## config.mk

```make
export PLATFORM = sky130hd
export DESIGN_NAME = e2a_div
export DESIGN_NICKNAME = d
export VERILOG_FILES = /design/src/rtl/e2a_pkg.sv /design/src/rtl/e2a_div.sv
export SDC_FILE = /design/constraint.sdc
export NUM_CORES = 2
export LEC_CHECK = 0
export BUFFER_PORTS_ARGS = -buffer_cell sky130_fd_sc_hd__buf_2
export CAP_MARGIN = 15
export CORE_MARGIN = 3
export CORE_UTILIZATION = 40
export DETAILED_ROUTE_END_ITERATION = 6
export PLACE_DENSITY = 0.62
export SYNTH_ARGS = -nofsm -noshare
export SYNTH_HDL_FRONTEND = slang
export SYNTH_SLANG_ARGS = --single-unit
```

## constraint.sdc

```tcl
create_clock -name clk -period 10.64 [get_ports clk]
set_clock_uncertainty 0.15 [all_clocks]
set_input_delay 2.128 -clock clk [delete_from_list [all_inputs] [get_ports clk]]
set_output_delay 2.128 -clock clk [all_outputs]
set_load 0.005 [all_outputs]
```

## src/rtl/e2a_pkg.sv

```systemverilog
// ----------------------------------------------------------------------------
// e2a_pkg
// Shared types, constants and helpers for the Euler angle to axis vector
// pipeline.
// ----------------------------------------------------------------------------
package e2a_pkg;

  localparam int ANGLE_BITS = 16;
  localparam int FRAC_BITS  = 14;

  localparam logic [31:0] PI_Q30 = 32'd3373259426;

  // sine series: six nested terms
  localparam int SIN_ITERS = 6;

  // stage counts of the fixed parts of the pipeline
  localparam int SIN_LAT  = 2 + 3 * SIN_ITERS + 1;
  localparam int ROT_LAT  = 4;
  localparam int SQ_STEPS = 32;
  localparam int SQRT_LAT = 2 + SQ_STEPS;

  // component width after the rotation product (Q30, with headroom)
  localparam int VW = 34;

  // axis select codes
  localparam logic [1:0] AXIS_RIGHT = 2'd0;
  localparam logic [1:0] AXIS_UP    = 2'd1;
  localparam logic [1:0] AXIS_FWD   = 2'd2;

  typedef struct packed {
    logic signed [15:0] angle_x;
    logic signed [15:0] angle_y;
    logic signed [15:0] angle_z;
    logic [1:0]         opcode;
  } req_t;

  typedef struct packed {
    logic signed [15:0] dir_x;
    logic signed [15:0] dir_y;
    logic signed [15:0] dir_z;
  } rsp_t;

  typedef struct packed {
    logic signed [VW-1:0] x;
    logic signed [VW-1:0] y;
    logic signed [VW-1:0] z;
    logic                 zero;
  } vec_t;

  function automatic logic [7:0] series_k(input int i);
    logic [7:0] k;
    case (i)
      0:       k = 8'd156;
      1:       k = 8'd110;
      2:       k = 8'd72;
      3:       k = 8'd42;
      4:       k = 8'd20;
      default: k = 8'd6;
    endcase
    return k;
  endfunction

  // Q60 -> Q30, round half away from zero
  function automatic logic signed [VW-1:0] round_q30(input logic signed [63:0] v);
    logic [63:0] mag;
    logic [63:0] r;
    mag = v[63] ? 64'(-v) : 64'(v);
    r   = (mag + (64'd1 << 29)) >> 30;
    return v[63] ? -VW'(r) : VW'(r);
  endfunction

endpackage

```

## src/rtl/e2a_div.sv

```systemverilog
// ----------------------------------------------------------------------------
// e2a_div
// Scales one component by the vector length: rounded restoring division,
// one quotient bit per stage, then saturation and sign; zero for a zero vector or length.
// ----------------------------------------------------------------------------
module e2a_div #(
  parameter int FRAC_BITS = e2a_pkg::FRAC_BITS
) (
  input  logic                         clk,
  input  logic                         en,
  input  logic signed [e2a_pkg::VW-1:0] v,
  input  logic                         zero,
  input  logic [31:0]                  len,
  output logic signed [15:0]           dir
);

  localparam int VW = e2a_pkg::VW;
  localparam int DW = VW + 1 + FRAC_BITS;
  localparam int NS = FRAC_BITS + 1;
  localparam logic [FRAC_BITS:0] LIM = (FRAC_BITS+1)'(1) << FRAC_BITS;

  logic [VW-1:0] mag;

  logic [DW-1:0]      r_p    [0:NS];
  logic [31:0]        len_p  [0:NS];
  logic [FRAC_BITS:0] q_p    [0:NS];
  logic               neg_p  [0:NS];
  logic               zero_p [0:NS];

  logic [FRAC_BITS:0] q_sat;
  logic [31:0]        q_ext;

  assign mag = v[VW-1] ? VW'(-v) : VW'(v);

  always_ff @(posedge clk) begin
    if (en) begin
      r_p[0]    <= (DW'(mag) << FRAC_BITS) + DW'(len >> 1);
      len_p[0]  <= len;
      q_p[0]    <= '0;
      neg_p[0]  <= v[VW-1];
      zero_p[0] <= zero || (len == '0);
    end
  end

  // component magnitude never exceeds the length, so the quotient fits
  for (genvar gi = 0; gi < NS; gi++) begin : g_step
    logic [DW-1:0] dv;
    logic          ge;

    assign dv = DW'(len_p[gi]) << (FRAC_BITS - gi);
    assign ge = (r_p[gi] >= dv);

    always_ff @(posedge clk) begin
      if (en) begin
        r_p[gi+1]    <= ge ? (r_p[gi] - dv) : r_p[gi];
        q_p[gi+1]    <= {q_p[gi][FRAC_BITS-1:0], ge};
        len_p[gi+1]  <= len_p[gi];
        neg_p[gi+1]  <= neg_p[gi];
        zero_p[gi+1] <= zero_p[gi];
      end
    end
  end

  assign q_sat = (q_p[NS] > LIM) ? LIM : q_p[NS];
  assign q_ext = 32'(q_sat);

  always_ff @(posedge clk) begin
    if (en) begin
      if (zero_p[NS]) begin
        dir <= '0;
      end else if (neg_p[NS]) begin
        dir <= 16'(-q_ext);
      end else begin
        dir <= 16'(q_ext);
      end
    end
  end

endmodule

```

; Word level (Yosys, flattened, before mapping)
; Memory sizes are Yosys's and may differ from the RTL's.
; Cells that the tools add are included.
; W data, S select, Z words.
[totals]
ff_bits = 16
ramBits = 1568
in_bits = 69
out_inout_bits = 16
n_memories = 5
[mem_list]
columns = name, words, word_bits, rd, rd_clocked_by_memory_dff, wr, line
row1 = r_p, 16, 49, 15, 0, 16, e2a_div.sv:24  ; logic [DW-1:0] r_p [0:NS];
row2 = len_p, 16, 32, 15, 0, 16, e2a_div.sv:25  ; logic [31:0] len_p [0:NS];
row3 = q_p, 16, 15, 16, 0, 16, e2a_div.sv:26  ; logic [FRAC_BITS:0] q_p [0:NS];
row4 = neg_p, 16, 1, 16, 0, 16, e2a_div.sv:27  ; logic neg_p [0:NS];
row5 = zero_p, 16, 1, 16, 0, 16, e2a_div.sv:28  ; logic zero_p [0:NS];
[classes]
n_addsub = 18
order_cmp = 16
mux = 20
n_bitwise = 1
n_reduce_logical = 3
[op_table]
columns = op, count
row1 = $mux W49, 15
row2 = $add A48 B31 Y49, 1
row3 = $ge A49 B32 Y1, 1
row4 = $ge A49 B33 Y1, 1
row5 = $ge A49 B34 Y1, 1
row6 = $ge A49 B35 Y1, 1
row7 = $ge A49 B36 Y1, 1
row8 = $ge A49 B37 Y1, 1
row9 = $ge A49 B38 Y1, 1
row10 = $ge A49 B39 Y1, 1
row11 = $ge A49 B40 Y1, 1
row12 = $ge A49 B41 Y1, 1
row13 = $ge A49 B42 Y1, 1
row14 = $ge A49 B43 Y1, 1
row15 = $ge A49 B44 Y1, 1
row16 = $ge A49 B45 Y1, 1
row17 = $ge A49 B46 Y1, 1
row18 = $sub A49 B32 Y49, 1
row19 = $sub A49 B33 Y49, 1
row20 = $sub A49 B34 Y49, 1
row21 = $sub A49 B35 Y49, 1
row22 = $sub A49 B36 Y49, 1
row23 = $sub A49 B37 Y49, 1
row24 = $sub A49 B38 Y49, 1
row25 = 18 further kinds, 20

; Logic depth before layout (Yosys ltp)
; An unclocked memory read counts as a cell.
[depth]
depth_word = 5
ltp_mapped = 18
depth_no_buf = 16

; Worst setup path before layout
; Ideal clock, no wire load.
[synth_timing]
path_kind = input -> register
start = input port v[33] (netlist bit)
end = memory r_p[0][41] (netlist bit) (data pin)
arrival_ps = 5605
path_slack_ps = 4616
stages = 17
path_buffers = 5
path_cell_list = clkbuf_1 > clkbuf_1 > clkbuf_1 > clkbuf_1 > nand2_1 > xnor2_1 > ha_1 > or3_1 > o22ai_1 > o21a_1 > o21a_1 > nor2_1 > a211oi_1 > o21a_1 > buf_2 > nor2_1 > xnor2_1
[synth_rtl]
columns = element, line
row1 = "start, declared", e2a_div.sv:11  ; input logic signed [e2a_pkg::VW-1:0] v,
row2 = "end, declared", e2a_div.sv:24

==> flow_metrics.env <==
export IMPL_status="finished clean"
export IMPL_via_count=53114
export IMPL_post_route_min_period_ps=5520
export IMPL_synthesis_nets=7689
export IMPL_path_common_cell="o21a_1"
export IMPL_slowest_delay_ps=550
export IMPL_yosys_warnings=0
export IMPL_avgSynthCellArea_sq_um=10.5
export IMPL_synth_seq_area_share_pct=50.6
export IMPL_fp_dieArea_sq_um=193000
export IMPL_grt_pass1_vias=54084
export IMPL_power_switching_mw=8.36
export IMPL_rsz0062_at_grt="false"
export IMPL_grt_pass1_wl_microns=294000
export IMPL_coreArea_sq_um=186000
export IMPL_ys_async_sr_fraction_pct=0
export IMPL_clk_latency_ps=780
export IMPL_setup_tns_ps=0
export IMPL_syn_inst=7106
export IMPL_cp_max_fo=38
export IMPL_cp_cell_sequence="buf_2, inv_1, a31oi_1, xor2_1, ha_1, or3_1, o22ai_1, o21a_1, o21a_1, nor2_1, a211oi_1, o21a_1, nor2_1, xnor2_1"
export IMPL_num_rows=158
export IMPL_synth_area_sq_um=74900
export IMPL_routed_wirelength_microns=189000
export IMPL_p_total_mw=22.3
export IMPL_rrSetupSlack_ps=5500
export IMPL_io_buffers=84
export IMPL_p_leak_nw=32.2
export IMPL_cts_sinks=1264
export IMPL_via_per_inst=5.45
export IMPL_grt_max_degree=176
export IMPL_die_h_microns=439
export IMPL_final_nets=7727
export IMPL_tightest_slew_ps=1250
export IMPL_drtIter0Drc=3184
export IMPL_cts_max_path_buffers=3
export IMPL_finalSetupViolCount=0
export IMPL_placed_cells=9478
export IMPL_synth_flop_cell="edfxtp_1"
export IMPL_critPathLaunch="v[33]"
export IMPL_final_core_util_pct=44.4
export IMPL_wire_per_inst_microns=19.4
export IMPL_switching_share_pct=37.5
export IMPL_maxCapViolations=0
export IMPL_timing_slew_headroom_pct=15.7
export IMPL_worstSetupEndpointType="flip-flop"
export IMPL_min_period_over_period_pct=51.9
export IMPL_post_cts_setup_buffer_count=0
export IMPL_reg2reg_depth=14
export IMPL_tritoncts="done"
export IMPL_synth_edf_count=1264
export IMPL_ys_types=108
export IMPL_max_vdd_ir_drop_v=0.000125
export IMPL_ys_seq_elements=1264
export IMPL_final_cells=9742
export IMPL_hold_viol_final=0
export IMPL_cp_start_kind="input port"
export IMPL_ctsResizeCount=0
export IMPL_clock_power_share_pct=21.9
export IMPL_io_pins=85
export IMPL_yosysMostFrequentCell="edfxtp_1"
export IMPL_synth_area_leaders="edfxtp_1 51%, ha_1 8.3%, a21oi_1 4.0%, xnor2_1 3.6%, o21ai_0 3.1%"
export IMPL_p_int_mw=14.0
export IMPL_drc=0
export IMPL_antenna_found_initial=0
export IMPL_drv_slew=0
export IMPL_hold_class="reg2reg"
export IMPL_fmax_mhz=181
export IMPL_rr_startpoint="len_p[3][40]"
export IMPL_track_usage_pct=19.4
export IMPL_synth_top_cell_area_share_pct=50.6
export IMPL_firstDrtPassIters=5
export IMPL_overflow=0
export IMPL_synth_cells_most_frequent="1264 x edfxtp_1, 613 x inv_1, 595 x a21oi_1, 583 x nand2_1, 499 x ha_1"
export IMPL_clk_pin_slew_ps=60
export IMPL_pwr_share_comb_pct=41.9
export IMPL_synth_top_cell_by_area="edfxtp_1"
export IMPL_start_util_pct=40.3
export IMPL_hpwlAfterDp_microns=147000
export IMPL_worstSetupEndpoint="r_p[0][41]"
export IMPL_path_class="in2reg"
export IMPL_gp_congestion=1.02
export IMPL_area_delta_synth_final_pct=10.2
export IMPL_pwr_share_seq_pct=36.2
export IMPL_postRouteAntennaNets=0
export IMPL_die_w_microns=439
export IMPL_drive_gt1_share_pct=6.63
export IMPL_p_per_area_nw_per_um2=270
export IMPL_reg2reg_to="r_p[1][34]"
export IMPL_crit_required_ps=11000
export IMPL_cp_arrival_ps=5880
export IMPL_numCtsBuffers=144
export IMPL_htreeDepth=4
export IMPL_cts_hold_buf=0
export IMPL_cp_slowest_cell="buf_2"
export IMPL_cts_root_buf="clkbuf_16"
cell families (layout without fill, tap and decap cells):
logic type	after synthesis	count (layout)	share of synthesized area (%)
simple gates	1919	1919	12.4
compound gates	1913	1913	15.9
flops	1264	1264	50.6
buf+inv	838	991	4.32
xor+xnor	569	569	6.66
fa+ha+maj	514	514	8.73
mux	88	88	1.30
other cells	1	4	0.00500
power groups by stage:
stage          Sequential [mW]  Combinational, mW  Clock [mW]
6_report                  8.08               9.36        4.89
2_1_floorplan             7.75               7.03           0
4_1_cts                   8.06               9.30        5.03
5_1_grt                   8.18               10.4        5.25
3_3_place_gp              8.14               9.12           0
3_5_place_dp              8.16               9.25           0
per-stage QoR:
| stage | hold WS [ps] | cell area (sq um) | setup slack, ps |
|---|---|---|---|
| after floorplan | 250 | 74900 | 4620 |
| after global placement | 252 | 77900 | 4210 |
| after detailed placement | 255 | 77900 | 4270 |
| after CTS | 256 | 82600 | 5120 |
| after global routing | 259 | 82600 | 4770 |
| final | 257 | 82600 | 5120 |
worst min path at each step:
stage	from	end	slack, ps	cells after the start
5_1_grt	q_p[1][16]	q_p[2][2]	260	0
3_5_place_dp	q_p[1][17]	q_p[2][3]	250	0
4_1_cts	q_p[1][16]	q_p[2][2]	260	0
3_3_place_gp	neg_p[5][0]	neg_p[5][1]	250	0
6_report	q_p[1][16]	q_p[2][2]	260	0
2_1_floorplan	neg_p[0][0]	neg_p[0][1]	250	0
state kept, by name, summed over array words and instances (netlist names):
| signal | flops |
|---|---|
| dir | 16 |
| len_p | 480 |
| r_p | 616 |
| q_p | 120 |
| neg_p | 16 |
| zero_p | 16 |
cell usage in the layout (no fill, tap or decap), types with 89 or more instances in the layout:
cell,instances
nand2b_1,89
nand3_1,114
nor3_1,119
a21oi_1,594
nand4_1,130
xor2_1,261
nand2_1,581
a21o_1,254
clkbuf_16,145
xnor2_1,307
o21ai_0,470
edfxtp_1,1264
inv_1,613
ha_1,499
nor2_1,484
worst max-delay path: cells and delay by family:
kind / cells / cell delay (ps)
AO/OA/AOI/OAI: 6 / 1820
XOR/XNOR: 2 / 230
adder cells (fa/ha/maj): 1 / 210
buffers and inverters: 2 / 900
AND/OR/NAND/NOR: 3 / 570
per-layer routing:
| layer | part of all wire [%] | global-route usage [%] | wire length (microns) | up-vias |
|---|---|---|---|---|
| met5 | 0 | 0 | 0 | - |
| met4 | 8.3 | 14.2 | 15700 | 0 |
| met3 | 3.4 | 2.59 | 6480 | 568 |
| met1 | 35 | 18.7 | 66100 | 25021 |
| li1 | - | - | - | 26188 |
| met2 | 53 | 37.2 | 101000 | 1337 |
final cells by class:
class | instances | area (sq um)
inverter | 613 | 2300
clock inverter | 89 | 906
antenna | 3 | 7.51
timing repair buffer | 117 | 746
fill | 17199 | 103000
multi-input combinational | 5004 | 33800
clock buffer | 172 | 3730
sequential | 1264 | 38000
tap | 2480 | 3100
No activity file was read; power rests on OpenSTA's default activity.
